$ cat src/rtl/fcsr_pkg.sv
package fcsr_pkg;

  localparam int unsigned SAMPLE_BITS  = 12;
  localparam int unsigned STORED_CHARS = 3;
  localparam int unsigned CFG_IDX_BITS = 4;
  localparam int unsigned TICK_BITS    = 16;

  function automatic int unsigned pow10(input int unsigned idx);
    int unsigned p;
    p = 1;
    for (int unsigned i = 0; i < 10; i++) begin
      if (i < idx) begin
        p = p * 10;
      end
    end
    return p;
  endfunction

  function automatic int unsigned calc_digits(input int unsigned bits);
    int unsigned m;
    int unsigned n;
    m = (1 << bits) - 1;
    n = 1;
    for (int unsigned i = 1; i < 10; i++) begin
      if (m >= pow10(i)) begin
        n = i + 1;
      end
    end
    return n;
  endfunction

  localparam int unsigned DIGITS     = calc_digits(SAMPLE_BITS);
  localparam int unsigned POW_W      = (DIGITS > 1) ? $clog2(DIGITS) : 1;
  localparam int unsigned POS_W      = $clog2(STORED_CHARS + 1);
  localparam int unsigned IDX_W      = $clog2(STORED_CHARS);
  localparam int unsigned PREFIX_LEN = 5;
  localparam int unsigned PRE_W      = $clog2(PREFIX_LEN);

  localparam logic [CFG_IDX_BITS-1:0] REG_FIRST_DELAY = CFG_IDX_BITS'(0);
  localparam logic [CFG_IDX_BITS-1:0] REG_RESEND      = CFG_IDX_BITS'(1);

  localparam logic [TICK_BITS-1:0] FIRST_DELAY_RESET = TICK_BITS'(1);
  localparam logic [TICK_BITS-1:0] RESEND_RESET      = TICK_BITS'(300);

  localparam logic [7:0] CH_START = 8'h21;
  localparam logic [7:0] CH_END   = 8'h23;
  localparam logic [7:0] CH_R     = 8'h52;
  localparam logic [7:0] CH_S     = 8'h53;
  localparam logic [7:0] CH_T     = 8'h54;
  localparam logic [7:0] CH_O     = 8'h4F;
  localparam logic [7:0] CH_K     = 8'h4B;
  localparam logic [7:0] CH_A     = 8'h41;
  localparam logic [7:0] CH_D     = 8'h44;
  localparam logic [7:0] CH_C     = 8'h43;
  localparam logic [7:0] CH_EQ    = 8'h3D;
  localparam logic [7:0] CH_ZERO  = 8'h30;
  localparam logic [7:0] CH_CR    = 8'h0D;
  localparam logic [7:0] CH_LF    = 8'h0A;

  typedef enum logic [5:0] {
    PH_IDLE   = 6'b000001,
    PH_PREFIX = 6'b000010,
    PH_DIGITS = 6'b000100,
    PH_HASH   = 6'b001000,
    PH_CR     = 6'b010000,
    PH_LF     = 6'b100000
  } emit_phase_t;

  typedef struct packed {
    logic [3:0]             digit;
    logic [SAMPLE_BITS-1:0] rest;
  } digit_step_t;

  function automatic logic [7:0] prefix_char(input logic [PRE_W-1:0] idx);
    logic [7:0] c;
    case (idx)
      PRE_W'(0): c = CH_START;
      PRE_W'(1): c = CH_A;
      PRE_W'(2): c = CH_D;
      PRE_W'(3): c = CH_C;
      default:   c = CH_EQ;
    endcase
    return c;
  endfunction

  // Digit at the given power of ten, by comparing against its nine multiples.
  function automatic digit_step_t digit_step(input logic [SAMPLE_BITS-1:0] v,
                                             input logic [POW_W-1:0] idx);
    digit_step_t r;
    int unsigned vv;
    int unsigned p;
    int unsigned q;
    r  = '0;
    vv = 32'(v);
    for (int unsigned j = 0; j < DIGITS; j++) begin
      if (POW_W'(j) == idx) begin
        p = pow10(j);
        q = 0;
        for (int unsigned k = 1; k < 10; k++) begin
          if (vv >= k * p) begin
            q = k;
          end
        end
        r.digit = 4'(q);
        r.rest  = SAMPLE_BITS'(vv - q * p);
      end
    end
    return r;
  endfunction

  function automatic logic [POW_W-1:0] digit_top(input logic [SAMPLE_BITS-1:0] v);
    logic [POW_W-1:0] t;
    t = '0;
    for (int unsigned i = 1; i < DIGITS; i++) begin
      if (32'(v) >= pow10(i)) begin
        t = POW_W'(i);
      end
    end
    return t;
  endfunction

endpackage

$ cat src/rtl/framed_command_sample_reporter.sv
// Channel   Direction  Handshake            Payload
// in_       request    in_valid / in_stall  in_func, in_rx_byte, in_adc_sample
// out_      result     out_valid/ out_stall out_tx_byte, out_last
// cfg_      write      cfg_valid/ cfg_ready cfg_index, cfg_data
//
// A request is registered when accepted and handled in the next cycle, so bytes and silent
// ticks go at one per cycle and the state changes in the cycle after acceptance. A
// reporting tick hands the report to the character sequencer, which puts out 9 to 12
// characters, one a cycle; the first is loaded from the prefix phase that the registered
// tick starts. A further reporting tick waits until the final character of the previous
// report is loaded into the output register. Reset is synchronous and active low;
// out_stall holds the output register and the sequencer, and cfg_ready is always high.
module framed_command_sample_reporter (
  input  logic                              clk,
  input  logic                              rst_n,
  input  logic                              in_valid,
  output logic                              in_stall,
  input  logic                              in_func,
  input  logic [7:0]                        in_rx_byte,
  input  logic [fcsr_pkg::SAMPLE_BITS-1:0]  in_adc_sample,
  output logic                              out_valid,
  input  logic                              out_stall,
  output logic [7:0]                        out_tx_byte,
  output logic                              out_last,
  input  logic                              cfg_valid,
  output logic                              cfg_ready,
  input  logic [fcsr_pkg::CFG_IDX_BITS-1:0] cfg_index,
  input  logic [fcsr_pkg::TICK_BITS-1:0]    cfg_data
);

  logic                             in_valid_r, in_valid_nxt;
  logic                             in_func_r;
  logic [7:0]                       in_rx_byte_r;
  logic [fcsr_pkg::SAMPLE_BITS-1:0] in_sample_r;

  logic [fcsr_pkg::TICK_BITS-1:0]   first_delay_r, first_delay_nxt;
  logic [fcsr_pkg::TICK_BITS-1:0]   resend_r, resend_nxt;

  logic                             in_frame_r, in_frame_nxt;
  logic [7:0]                       chars_r [fcsr_pkg::STORED_CHARS];
  logic [7:0]                       chars_nxt [fcsr_pkg::STORED_CHARS];
  logic [fcsr_pkg::POS_W-1:0]       pos_r, pos_nxt;
  logic                             active_r, active_nxt;
  logic [fcsr_pkg::TICK_BITS-1:0]   cd_r, cd_nxt;
  logic                             expired_r, expired_nxt;
  logic [fcsr_pkg::SAMPLE_BITS-1:0] held_r, held_nxt;
  logic                             held_valid_r, held_valid_nxt;

  fcsr_pkg::emit_phase_t            phase_r, phase_nxt;
  logic [fcsr_pkg::PRE_W-1:0]       pre_idx_r, pre_idx_nxt;
  logic [fcsr_pkg::POW_W-1:0]       pow_idx_r, pow_idx_nxt;
  logic [fcsr_pkg::SAMPLE_BITS-1:0] val_r, val_nxt;
  logic                             out_valid_r, out_valid_nxt;
  logic [7:0]                       out_tx_byte_r, out_tx_byte_nxt;
  logic                             out_last_r, out_last_nxt;

  logic                             out_adv;
  logic                             emitter_free;
  logic                             proc_go;
  logic                             emit_req;
  logic                             emit_now;
  logic                             is_rst;
  logic                             is_ok;
  logic [fcsr_pkg::TICK_BITS-1:0]   tick_cd;
  logic                             tick_expired;
  logic [fcsr_pkg::SAMPLE_BITS-1:0] rep_val;
  fcsr_pkg::digit_step_t            step;

  assign cfg_ready   = 1'b1;
  assign out_valid   = out_valid_r;
  assign out_tx_byte = out_tx_byte_r;
  assign out_last    = out_last_r;

  assign out_adv      = !out_valid_r || !out_stall;
  assign emitter_free = (phase_r == fcsr_pkg::PH_IDLE) ||
                        ((phase_r == fcsr_pkg::PH_LF) && out_adv);

  assign tick_cd      = (cd_r != '0) ? cd_r - 1'b1 : cd_r;
  assign tick_expired = expired_r || (cd_r == fcsr_pkg::TICK_BITS'(1));
  assign emit_req     = in_func_r && active_r && tick_expired;
  assign proc_go      = in_valid_r && (!emit_req || emitter_free);
  assign in_stall     = in_valid_r && !proc_go;

  assign is_rst = (chars_r[0] == fcsr_pkg::CH_R) && (chars_r[1] == fcsr_pkg::CH_S) &&
                  (chars_r[2] == fcsr_pkg::CH_T);
  assign is_ok  = (chars_r[0] == fcsr_pkg::CH_O) && (chars_r[1] == fcsr_pkg::CH_K);

  always_comb begin
    in_valid_nxt = in_valid_r;
    if (in_valid && !in_stall) begin
      in_valid_nxt = 1'b1;
    end else if (proc_go) begin
      in_valid_nxt = 1'b0;
    end
  end

  always_comb begin
    first_delay_nxt = first_delay_r;
    resend_nxt      = resend_r;
    if (cfg_valid && cfg_ready) begin
      unique case (cfg_index)
        fcsr_pkg::REG_FIRST_DELAY: first_delay_nxt = cfg_data;
        fcsr_pkg::REG_RESEND:      resend_nxt      = cfg_data;
        default: ;
      endcase
    end
  end

  always_comb begin
    in_frame_nxt   = in_frame_r;
    chars_nxt      = chars_r;
    pos_nxt        = pos_r;
    active_nxt     = active_r;
    cd_nxt         = cd_r;
    expired_nxt    = expired_r;
    held_nxt       = held_r;
    held_valid_nxt = held_valid_r;
    emit_now       = 1'b0;
    rep_val        = held_valid_r ? held_r : in_sample_r;
    if (proc_go) begin
      if (!in_func_r) begin
        if (!in_frame_r) begin
          if (in_rx_byte_r == fcsr_pkg::CH_START) begin
            in_frame_nxt = 1'b1;
          end
        end else if (in_rx_byte_r == fcsr_pkg::CH_END) begin
          if (is_rst) begin
            active_nxt  = 1'b1;
            cd_nxt      = first_delay_r;
            expired_nxt = 1'b0;
          end else if (is_ok) begin
            held_nxt       = in_sample_r;
            held_valid_nxt = 1'b1;
            active_nxt     = 1'b0;
          end
          pos_nxt      = '0;
          in_frame_nxt = 1'b0;
        end else if (in_rx_byte_r != fcsr_pkg::CH_START) begin
          if (pos_r < fcsr_pkg::POS_W'(fcsr_pkg::STORED_CHARS)) begin
            chars_nxt[pos_r[fcsr_pkg::IDX_W-1:0]] = in_rx_byte_r;
            pos_nxt = pos_r + 1'b1;
          end
        end
      end else begin
        cd_nxt      = tick_cd;
        expired_nxt = tick_expired;
        if (emit_req) begin
          if (!held_valid_r) begin
            held_nxt       = in_sample_r;
            held_valid_nxt = 1'b1;
          end
          emit_now    = 1'b1;
          cd_nxt      = resend_r;
          expired_nxt = 1'b0;
        end
      end
    end
  end

  assign step = fcsr_pkg::digit_step(val_r, pow_idx_r);

  always_comb begin
    phase_nxt       = phase_r;
    pre_idx_nxt     = pre_idx_r;
    pow_idx_nxt     = pow_idx_r;
    val_nxt         = val_r;
    out_valid_nxt   = out_valid_r;
    out_tx_byte_nxt = out_tx_byte_r;
    out_last_nxt    = out_last_r;
    if (out_adv) begin
      out_valid_nxt = 1'b0;
      out_last_nxt  = 1'b0;
      unique case (phase_r)
        fcsr_pkg::PH_IDLE: ;
        fcsr_pkg::PH_PREFIX: begin
          out_valid_nxt   = 1'b1;
          out_tx_byte_nxt = fcsr_pkg::prefix_char(pre_idx_r);
          if (pre_idx_r == fcsr_pkg::PRE_W'(fcsr_pkg::PREFIX_LEN - 1)) begin
            phase_nxt = fcsr_pkg::PH_DIGITS;
          end else begin
            pre_idx_nxt = pre_idx_r + 1'b1;
          end
        end
        fcsr_pkg::PH_DIGITS: begin
          out_valid_nxt   = 1'b1;
          out_tx_byte_nxt = fcsr_pkg::CH_ZERO + 8'(step.digit);
          val_nxt         = step.rest;
          if (pow_idx_r == '0) begin
            phase_nxt = fcsr_pkg::PH_HASH;
          end else begin
            pow_idx_nxt = pow_idx_r - 1'b1;
          end
        end
        fcsr_pkg::PH_HASH: begin
          out_valid_nxt   = 1'b1;
          out_tx_byte_nxt = fcsr_pkg::CH_END;
          phase_nxt       = fcsr_pkg::PH_CR;
        end
        fcsr_pkg::PH_CR: begin
          out_valid_nxt   = 1'b1;
          out_tx_byte_nxt = fcsr_pkg::CH_CR;
          phase_nxt       = fcsr_pkg::PH_LF;
        end
        fcsr_pkg::PH_LF: begin
          out_valid_nxt   = 1'b1;
          out_tx_byte_nxt = fcsr_pkg::CH_LF;
          out_last_nxt    = 1'b1;
          phase_nxt       = fcsr_pkg::PH_IDLE;
        end
        default: phase_nxt = fcsr_pkg::PH_IDLE;
      endcase
    end
    if (emit_now) begin
      phase_nxt   = fcsr_pkg::PH_PREFIX;
      pre_idx_nxt = '0;
      val_nxt     = rep_val;
      pow_idx_nxt = fcsr_pkg::digit_top(rep_val);
    end
  end

  always_ff @(posedge clk) begin
    if (!rst_n) begin
      in_valid_r    <= 1'b0;
      first_delay_r <= fcsr_pkg::FIRST_DELAY_RESET;
      resend_r      <= fcsr_pkg::RESEND_RESET;
      in_frame_r    <= 1'b0;
      for (int i = 0; i < fcsr_pkg::STORED_CHARS; i++) begin
        chars_r[i] <= 8'h00;
      end
      pos_r         <= '0;
      active_r      <= 1'b0;
      cd_r          <= '0;
      expired_r     <= 1'b0;
      held_r        <= '0;
      held_valid_r  <= 1'b0;
      phase_r       <= fcsr_pkg::PH_IDLE;
      pre_idx_r     <= '0;
      pow_idx_r     <= '0;
      out_valid_r   <= 1'b0;
      out_last_r    <= 1'b0;
    end else begin
      in_valid_r    <= in_valid_nxt;
      first_delay_r <= first_delay_nxt;
      resend_r      <= resend_nxt;
      in_frame_r    <= in_frame_nxt;
      chars_r       <= chars_nxt;
      pos_r         <= pos_nxt;
      active_r      <= active_nxt;
      cd_r          <= cd_nxt;
      expired_r     <= expired_nxt;
      held_r        <= held_nxt;
      held_valid_r  <= held_valid_nxt;
      phase_r       <= phase_nxt;
      pre_idx_r     <= pre_idx_nxt;
      pow_idx_r     <= pow_idx_nxt;
      out_valid_r   <= out_valid_nxt;
      out_last_r    <= out_last_nxt;
    end
  end

  always_ff @(posedge clk) begin
    if (in_valid && !in_stall) begin
      in_func_r    <= in_func;
      in_rx_byte_r <= in_rx_byte;
      in_sample_r  <= in_adc_sample;
    end
    val_r         <= val_nxt;
    out_tx_byte_r <= out_tx_byte_nxt;
  end

`ifndef SYNTH
  a_report_start_free: assert property (@(posedge clk) disable iff (!rst_n)
    emit_now |-> (phase_r == fcsr_pkg::PH_IDLE) ||
                 ((phase_r == fcsr_pkg::PH_LF) && out_adv))
    else $error("report started while the sequencer was busy");

  a_last_is_lf: assert property (@(posedge clk) disable iff (!rst_n)
    (out_valid_r && out_last_r) |-> (out_tx_byte_r == fcsr_pkg::CH_LF))
    else $error("final character is not a line feed");

  a_digit_range: assert property (@(posedge clk) disable iff (!rst_n)
    (phase_r == fcsr_pkg::PH_DIGITS) |->
      (32'(val_r) < fcsr_pkg::pow10(32'(pow_idx_r) + 1)))
    else $error("remaining value too large for the current digit");

  a_expired_zero: assert property (@(posedge clk) disable iff (!rst_n)
    expired_r |-> (cd_r == '0))
    else $error("countdown flagged expired while still running");
`endif

endmodule

$ cat config.mk
export PLATFORM = sky130hd
export DESIGN_NAME = framed_command_sample_reporter
export DESIGN_NICKNAME = d
export VERILOG_FILES = /design/src/rtl/fcsr_pkg.sv /design/src/rtl/framed_command_sample_reporter.sv
export SDC_FILE = /design/constraint.sdc
export NUM_CORES = 1
export LEC_CHECK = 0
export ABC_CLOCK_PERIOD_IN_PS = 6300
export BUFFER_PORTS_ARGS = -buffer_cell sky130_fd_sc_hd__buf_2
export CORE_ASPECT_RATIO = 1.1
export CORE_MARGIN = 10
export CORE_UTILIZATION = 35
export CTS_CLUSTER_SIZE = 24
export DETAILED_ROUTE_END_ITERATION = 8
export PLACE_DENSITY = 0.6
export SETUP_SLACK_MARGIN = 0.15
export SYNTH_ARGS = -nofsm -noshare
export SYNTH_HDL_FRONTEND = slang
export SYNTH_SLANG_ARGS = --single-unit
export TNS_END_PERCENT = 100
$ cat constraint.sdc
create_clock -name clk -period 6.3 [get_ports clk]
set_clock_uncertainty 0.2 [all_clocks]
set_input_delay 1.26 -clock clk [delete_from_list [all_inputs] [get_ports clk]]
set_output_delay 1.26 -clock clk [all_outputs]
set_load 0.01 [all_outputs]
==> impl_metrics.yaml, run 1 <==
detailed_routing:
  drcViolationCount: 0
  vias_per_cell: 5.496
  post_drt_wl_per_cell_um: 17.16
  num_vias: 9179
  ant_nets: 0
  detailedRoute.firstPassIterationCount: 6
  drt-initial-drc-count: 760
  drt-total-wl_um: 28670
synthesis:
  yosysTopAreaCell: "dfxtp_1"
  synth-edff-count: 40
  synthCells: 1245
  netlist_top_cells_area: "dfxtp_1 20%, edfxtp_1 11%, ha_1 11%, nand2_1 5.3%, mux2i_1 4.2%"
  yosysUniqueCellTypes: 77
  ys_warn_count: 0
  syn_area_um2: 10620
  avgSynthCellArea_um2: 8.529
  async_reset_ff_frac: 0
  yosysSeqAreaShare: 0.3092
  synth_flop_cell: "dfxtp_1"
  ys_seq_elements: 144
  synth_top_area_frac: 0.1961
clock_tree:
  clk-insertion-delay-late_ns: 0.43
  cts_max_level: 4
  cts-root-buf: "clkbuf_16"
  cts_hold_buffers: 0
  cts_tree: "done"
  clkTransAtPathRegs_ns: 0.07
  clockBufferDepth: 2
  cts_buffers: 17
  post_cts_buffers: 0
  cts_resized: 0
  cts_sinks: 144
global_routing:
  track_usage: 0.1514
  overflow: 0
  grt_start_max_net_pins: 56
  grt_pass1_wl_um: 46220
  grt_pass1_vias: 8839
  antenna_found_initial: 0
sta:
  slew_headroom: 0.3228
  finalCritPeriodShare: 0.9270
  hold_violations: 0
  grt_setup_unrepaired: "false"
  finalSetupViolCount: 0
  fin_setup_tns_ns: 0
  max_freq_ghz: 0.1712
  final_max_slew_viol_count: 0
  period_minus_slack_ns: 5.840
  worstMarginPinSlew_ns: 1.011
  hold_ws_ns: 0.2636
pwr:
  p_leak_nw: 4.943
  peakVddDrop_mv: 0.1482
  powerDensity_nw_per_um2: 179.8
worst_setup_path:
  rrSetupSlack_ns: 0.46
  ff2ff_path_depth: 20
  crit_start: "val_r[6]"
  crit_required_ns: 6.28
  r2r_end: "val_r[11]"
  cp-start-kind: "flop"
  critical_path_class: "reg -> reg"
  timing.rr.start: "val_r[6]"
  arrival_ns: 5.82
  cp-end-kind: "flop"
  cp_max_fo: 4
min_path:
  min_from: "first_delay_r[3]"
  holdPathStages: 2
  hold_path_end: "first_delay_r[3]"
  hold_path_class: "reg -> reg"
floorplanning:
  start_util: 0.3572
  die_h_um: 202.7
  core_area_um2: 29730
  die_w_um: 186.1
  dieArea_um2: 37710
  fp-row-count: 66
  ios: 58
cells_and_area:
  fin_nets: 1440
  layout-drive-gt1-share: 0.1080
  register_area_um2: 3283
  multi_input_area_um2: 6746
  nFillCells: 3030
  synthToLayoutAreaGrowth_pct: 11.72
  n_antenna_cell: 0
job:
  drv_cap: 0
placed_design:
  dp_hpwl_um: 21280
  gp_congestion: 0.9133
  port_buffers: 55
outcome:
  outcome: "completed"
==> kinds of logic after synthesis <==
| kind of cell | share of synthesized area |
|---|---|
| AOI/OAI and AO/OA | 0.1838 |
| xor gates and xnor gates | 0.04042 |
| adders and majority gates | 0.1428 |
| buffers and inverters | 0.05750 |
| DFF | 0.3092 |
| muxes | 0.04348 |
| other | 0.0007072 |
| and+or+nand+nor | 0.2221 |
==> layer usage <==
| metal | wire length (um) | global-route usage | up-vias |
|---|---|---|---|
| met4 | 603 | 0.05014 | 0 |
| met2 | 13200 | 0.2438 | 271 |
| met3 | 1476 | 0.02286 | 42 |
| met1 | 13390 | 0.2019 | 4349 |
| met5 | 0 | 0 | - |
| li1 | - | - | 4517 |
==> cell type report <==
| type | instances | share of cell area |
|---|---|---|
| Clock buffer | 17 | 0.03586 |
| Clock inverter | 15 | 0.01213 |
| Inverter | 89 | 0.02816 |
| Multi-Input combinational cell | 951 | 0.5687 |
| Sequential cell | 144 | 0.2767 |
| Tap cell | 374 | 0.03944 |
| Timing Repair Buffer | 80 | 0.03902 |
==> synthesized netlist by cell type (all sizes together) (10+ instances only) <==
master,n
nand2,149
dfxtp,104
ha,94
inv,88
nor2,61
a21oi,58
o21ai,50
nand3,48
nor2b,48
mux2i,45
nor3,43
edfxtp,40
clkbuf,39
a21boi,38
xnor2,34
buf,23
a211oi,22
o211ai,21
fa,17
a31oi,15
xor2,15
or3,14
nand2b,13
o211a,10
o21a,10
==> worst max-delay path by stage <==
stage | endpoint | slack, ns | depth (start not counted)
detailed placement | val_r[11] | 0.55 | 20
global route | val_r[10] | 0.21 | 21
finish | val_r[11] | 0.46 | 20
CTS | val_r[11] | 0.54 | 20
floorplan | val_r[11] | 0.75 | 22
global placement | val_r[11] | 0.61 | 20
==> cell usage in the layout (no fill, tap or decap), types with 21 or more instances in the layout <==
| cell | instances |
|---|---|
| a211oi_1 | 21 |
| a21boi_0 | 38 |
| a21oi_1 | 58 |
| buf_2 | 55 |
| buf_4 | 25 |
| dfxtp_1 | 104 |
| edfxtp_1 | 40 |
| ha_1 | 94 |
| inv_1 | 88 |
| mux2i_1 | 45 |
| nand2_1 | 149 |
| nand3_1 | 48 |
| nor2_1 | 61 |
| nor2b_1 | 47 |
| nor3_1 | 41 |
| o211ai_1 | 21 |
| o21ai_0 | 48 |
| xnor2_1 | 34 |
==> registers in the layout, indices dropped and copies added (netlist names), 6 cells and up <==
| name | flops |
|---|---|
| val_r | 12 |
| in_sample_r | 12 |
| phase_r | 6 |
| held_r | 12 |
| chars_r | 24 |
| first_delay_r | 16 |
| in_rx_byte_r | 8 |
| resend_r | 16 |
| cd_r | 16 |
| out_tx_byte | 7 |
==> power breakdown <==
group          internal [mW]  leakage, nW  switching (mW)  total (mW)
sequential             0.967         1.22          0.0188       0.985
clock                  0.526        0.285           0.473       0.999
combinational         0.0668         3.44          0.0827       0.150
total                   1.56         4.94           0.574        2.13
==> stage by stage <==
step	total power, mW	std cells	utilization	worst slack (ns)	instance area, um2
after floorplan	1.107	1246	-	0.7533	10620
after global placement	1.152	1638	0.3799	0.6066	11290
after detailed placement	1.153	1638	0.3799	0.5498	11290
after CTS	2.162	1670	0.3991	0.5379	11860
after global routing	2.219	1670	0.3991	0.2120	11860
final	2.133	1670	0.3991	0.4600	11860
==> worst max-delay path, cell delays in order, from the launching register on <==
cell and delay [ns]:
edfxtp_1 0.44, nor3_1 0.45, nand4_1 0.25, o221a_2 0.33, o31a_1 0.25, or2_2 0.32
ha_1 0.29, inv_1 0.05, fa_1 0.47, inv_1 0.04, ha_1 0.27, inv_1 0.05
fa_1 0.47, ha_1 0.31, o211ai_1 0.11, a21oi_1 0.27, o31ai_1 0.17, a2111o_1 0.42
a21oi_1 0.13, a21oi_1 0.06, o31a_1 0.25
(Power assumes the default switching activity.)
==> run 2, diff against run 1 <==
CORE_MARGIN = default   (was 10)
==> impl_metrics.yaml, run 2 (same netlist as run 1, synthesis figures left out) <==
outcome:
  outcome: "completed"
floorplanning:
  die_w_um: 168.1
  ios: 58
  fp-row-count: 66
  dieArea_um2: 31040
  core_area_um2: 29730
  die_h_um: 184.7
  start_util: 0.3572
cells_and_area:
  utilization: 0.3997
  top_register: "chars_r"
  largest_reg_flops: 24
  layout_common_cells: "149 x nand2_1, 104 x dfxtp_1, 94 x ha_1, 88 x inv_1, 61 x nor2_1"
  n_antenna_cell: 0
  layout-drive-gt1-share: 0.1066
  fin_nets: 1438
  final_common_cell: "nand2_1"
  final_area_um2: 11880
  nFillCells: 3052
  synthToLayoutAreaGrowth_pct: 11.89
sta:
  worstMarginPinSlew_ns: 1.027
  fin_setup_tns_ns: 0
  final_max_slew_viol_count: 0
  hold_violations: 0
  max_freq_ghz: 0.1694
  period_minus_slack_ns: 5.902
  hold_ws_ns: 0.2639
  grt_setup_unrepaired: "false"
  finalSetupViolCount: 0
  slew_headroom: 0.3122
  finalCritPeriodShare: 0.9369
  fin_ws_ns: 0.3978
global_routing:
  track_usage: 0.1864
  grt_pass1_wl_um: 45710
  grt_start_max_net_pins: 59
  grt_pass1_vias: 8839
  overflow: 0
  antenna_found_initial: 0
clock_tree:
  cts_buffers: 17
  cts-root-buf: "clkbuf_16"
  clkTransAtPathRegs_ns: 0.07
  cts_hold_buffers: 0
  cts_tree: "done"
  clockBufferDepth: 2
  clk-insertion-delay-late_ns: 0.43
  cts_max_level: 4
  post_cts_buffers: 0
  cts_sinks: 144
detailed_routing:
  drt-total-wl_um: 27810
  ant_nets: 0
  drcViolationCount: 0
  num_vias: 9045
  post_drt_wl_per_cell_um: 16.67
  vias_per_cell: 5.423
  detailedRoute.firstPassIterationCount: 5
  drt-initial-drc-count: 634
pwr:
  powerDensity_nw_per_um2: 182.8
  p_leak_nw: 4.936
  peakVddDrop_mv: 0.1874
worst_setup_path:
  cp-end-kind: "flop"
  cp_max_fo: 11
  timing.rr.start: "val_r[7]"
  critical_path_class: "reg -> reg"
  crit_start: "val_r[7]"
  crit_required_ns: 6.28
  arrival_ns: 5.88
  cp-start-kind: "flop"
placed_design:
  dp_hpwl_um: 20940
  place_ws_ns: 0.4003
  placed_cell_area_um2: 11280
  port_buffers: 55
  gp_congestion: 0.9412
min_path:
  min_from: "first_delay_r[12]"
  hold_path_class: "reg -> reg"
job:
  drv_cap: 0
run 2: changes by cell type in the layout (fill, tap and decap cells not counted), sizes merged:
cell	delta
buf	-2
bufinv	+2
clkinv	-2
clkinvlp	+2
inv	-2
run 2: report_power, final:
part | internal [mW] | leakage, nW | switching [mW]
registers | 0.967 | 1.22 | 0.0204
logic | 0.0665 | 3.43 | 0.0786
clock network | 0.596 | 0.289 | 0.444
run 2: path summary, 6_finish.rpt:
| check | to | slack (ns) | depth (start not counted) |
|---|---|---|---|
| max | val_r[11] | 0.40 | 20 |
| min | first_delay_r[12] | 0.26 | 2 |
| max reg2reg | val_r[11] | 0.40 | 20 |
| min reg2reg | first_delay_r[12] | 0.26 | 2 |
run 2: per-stage QoR:
step                      power [mW]  cells
after floorplan                1.107   1246
after global placement         1.150   1636
after detailed placement       1.153   1636
after CTS                      2.191   1668
after global routing           2.257   1668
final                          2.172   1668
run 2: per-layer routing:
metal	GRT usage	routed length, um	up-vias
li1	-	-	4503
met1	0.2385	12620	4289
met2	0.3100	13120	203
met3	0.02856	1149	50
met4	0.08364	919	0
met5	0	0	-
run 2: layout make-up:
class,count,area [um2],share of cell area
repair buffers,78,447.9,0.03770
clock buffers,17,425.4,0.03580
well taps,374,467.9,0.03939
multi-input cells,951,6751,0.5682
clock inverters,15,171.4,0.01443
inverters,89,334.1,0.02812
flip-flops and latches,144,3283,0.2763
run 2: repair_timing:
item	4_1_cts	5_1_grt
resized for setup	0	1
endpoints found under the setup margin	0	2
endpoints found under the hold margin	0	0
run 2: critical path: stages (launching register included):
cell and delay [ns]:
edfxtp_1 0.58, nor2_1 0.34, nand4_1 0.24, o221a_2 0.33
o31a_1 0.26, or2_2 0.33, ha_1 0.29, inv_1 0.05
fa_1 0.48, inv_1 0.04, ha_1 0.26, inv_1 0.05
fa_1 0.46, ha_1 0.33, o211ai_1 0.12, a21oi_1 0.29
o31ai_1 0.15, a2111o_1 0.41, a21oi_1 0.12, a21oi_1 0.05
o31a_1 0.27
==> run 3, diff against run 2 <==
CORE_MARGIN = 2   (was default)
CORE_UTILIZATION = 55   (was 35)
PLACE_DENSITY = 0.82   (was 0.6)
SLEW_MARGIN = 20   (was default)
==> impl_metrics.yaml, run 3 (same netlist as run 1, synthesis figures left out) <==
clock_tree:
  clockBufferDepth: 2
  cts_max_level: 4
  cts-root-buf: "clkbuf_16"
  cts_resized: 0
  cts_sinks: 144
  cts_tree: "done"
  cts_hold_buffers: 0
  clkTransAtPathRegs_ns: 0.07
  clk-insertion-delay-late_ns: 0.43
  post_cts_buffers: 0
  cts_buffers: 17
sta:
  grt_setup_unrepaired: "false"
  finalCritPeriodShare: 0.9250
  final_max_slew_viol_count: 0
  worstMarginPinSlew_ns: 1.010
  finalSetupViolCount: 0
  fin_ws_ns: 0.4723
  period_minus_slack_ns: 5.828
  hold_violations: 0
  max_freq_ghz: 0.1716
  fin_setup_tns_ns: 0
  slew_headroom: 0.3095
detailed_routing:
  vias_per_cell: 6.043
  drt-initial-drc-count: 747
  drcViolationCount: 0
  post_drt_wl_per_cell_um: 17.79
  num_vias: 9343
  ant_nets: 0
  drt-total-wl_um: 27510
  detailedRoute.firstPassIterationCount: 7
floorplanning:
  core_area_um2: 19030
  fp-row-count: 53
  die_h_um: 149.7
  die_w_um: 136.5
  ios: 58
  dieArea_um2: 20440
  start_util: 0.5580
cells_and_area:
  final_area_um2: 11730
  synthToLayoutAreaGrowth_pct: 10.43
  top_register: "chars_r"
  final_cells: 1546
  fin_nets: 1443
  n_antenna_cell: 0
  final_common_cell: "nand2_1"
  layout-drive-gt1-share: 0.1093
  largest_reg_flops: 24
  layout_common_cells: "149 x nand2_1, 104 x dfxtp_1, 94 x ha_1, 88 x inv_1, 61 x nor2_1"
placed_design:
  placed_cell_area_um2: 11160
  dp_cells: 1514
  port_buffers: 55
  place_ws_ns: 0.5739
  gp_congestion: 1.020
  dp_hpwl_um: 20220
worst_setup_path:
  timing.rr.start: "val_r[6]"
  cp-end-kind: "flop"
  critical_path_class: "reg -> reg"
  crit_required_ns: 6.20
  cp-start-kind: "flop"
  arrival_ns: 5.73
  r2r_end: "val_r[3]"
  cp_max_fo: 11
  rrSetupSlack_ns: 0.47
  ff2ff_path_depth: 20
global_routing:
  grt_pass1_vias: 8991
  grt_pass1_wl_um: 44850
  track_usage: 0.2790
  antenna_found_initial: 0
  grt_start_max_net_pins: 99
  overflow: 0
min_path:
  holdPathStages: 2
  hold_path_class: "reg -> reg"
  hold_path_end: "out_last"
  min_from: "out_last"
outcome:
  outcome: "completed"
job:
  drv_cap: 0
pwr:
  powerDensity_nw_per_um2: 178.3
  p_leak_nw: 4.950
  peakVddDrop_mv: 0.1769
-- run 3: cell types whose count changed in the layout (fill, tap and decap cells not counted), moves of 2 or more --
cell	delta
buf_4	+5
inv_8	-2
bufinv_16	-2
clkinv_2	+2
-- run 3: how the worst max path moves through the flow --
stage          cells after the start     start  slack [ns]   endpoint
2_1_floorplan                     22  val_r[2]        0.75  val_r[11]
3_3_place_gp                      20  val_r[6]        0.70  val_r[11]
4_1_cts                           20  val_r[6]        0.56  val_r[11]
5_1_grt                           20  val_r[6]        0.21   val_r[3]
6_report                          20  val_r[6]        0.47   val_r[3]
3_5_place_dp                      20  val_r[6]        0.57  val_r[11]
-- run 3: where the power goes --
group          switching [mW]  internal (mW)
sequential             0.0206          0.967
combinational          0.0781         0.0668
clock                   0.413          0.545
-- run 3: cell type report --
cell class / count / area (um2)
fillers: 1596 / 7306
clock inverters: 12 / 95.09
repair buffers: 83 / 485.5
multi-input cells: 951 / 6751
well taps: 247 / 309.0
inverters: 89 / 334.1
clock buffers: 20 / 467.9
flip-flops and latches: 144 / 3283
-- run 3: worst max-delay path, stage by stage (launching register included) --
cell and delay (ns):
edfxtp_1 0.57, nor3_1 0.44, nand4_1 0.22, o221a_2 0.32
o31a_1 0.24, or2_2 0.32, ha_1 0.28, inv_1 0.04
fa_1 0.47, inv_1 0.04, ha_1 0.19, fa_1 0.52
inv_1 0.05, ha_1 0.32, a21oi_1 0.18, nand2_1 0.11
xor2_1 0.15, a211oi_1 0.34, a21oi_1 0.07, o21ai_0 0.19
o21ai_0 0.21
-- run 3: per-layer routing --
layer,up-vias,part of all wire,GRT usage
met5,-,0,0
met4,0,0.046,0.1313
met3,92,0.064,0.04573
met2,381,0.49,0.4748
met1,4357,0.40,0.3431
li1,4513,-,-
-- run 3: per-stage QoR --
step	total power [mW]	hold slack [ns]	util
floorplan	1.107	0.2404	-
global placement	1.147	0.2513	0.5863
detailed placement	1.151	0.2564	0.5863
CTS	2.099	0.2648	0.6159
global route	2.155	0.2918	0.6161
finish	2.091	0.2602	0.6161
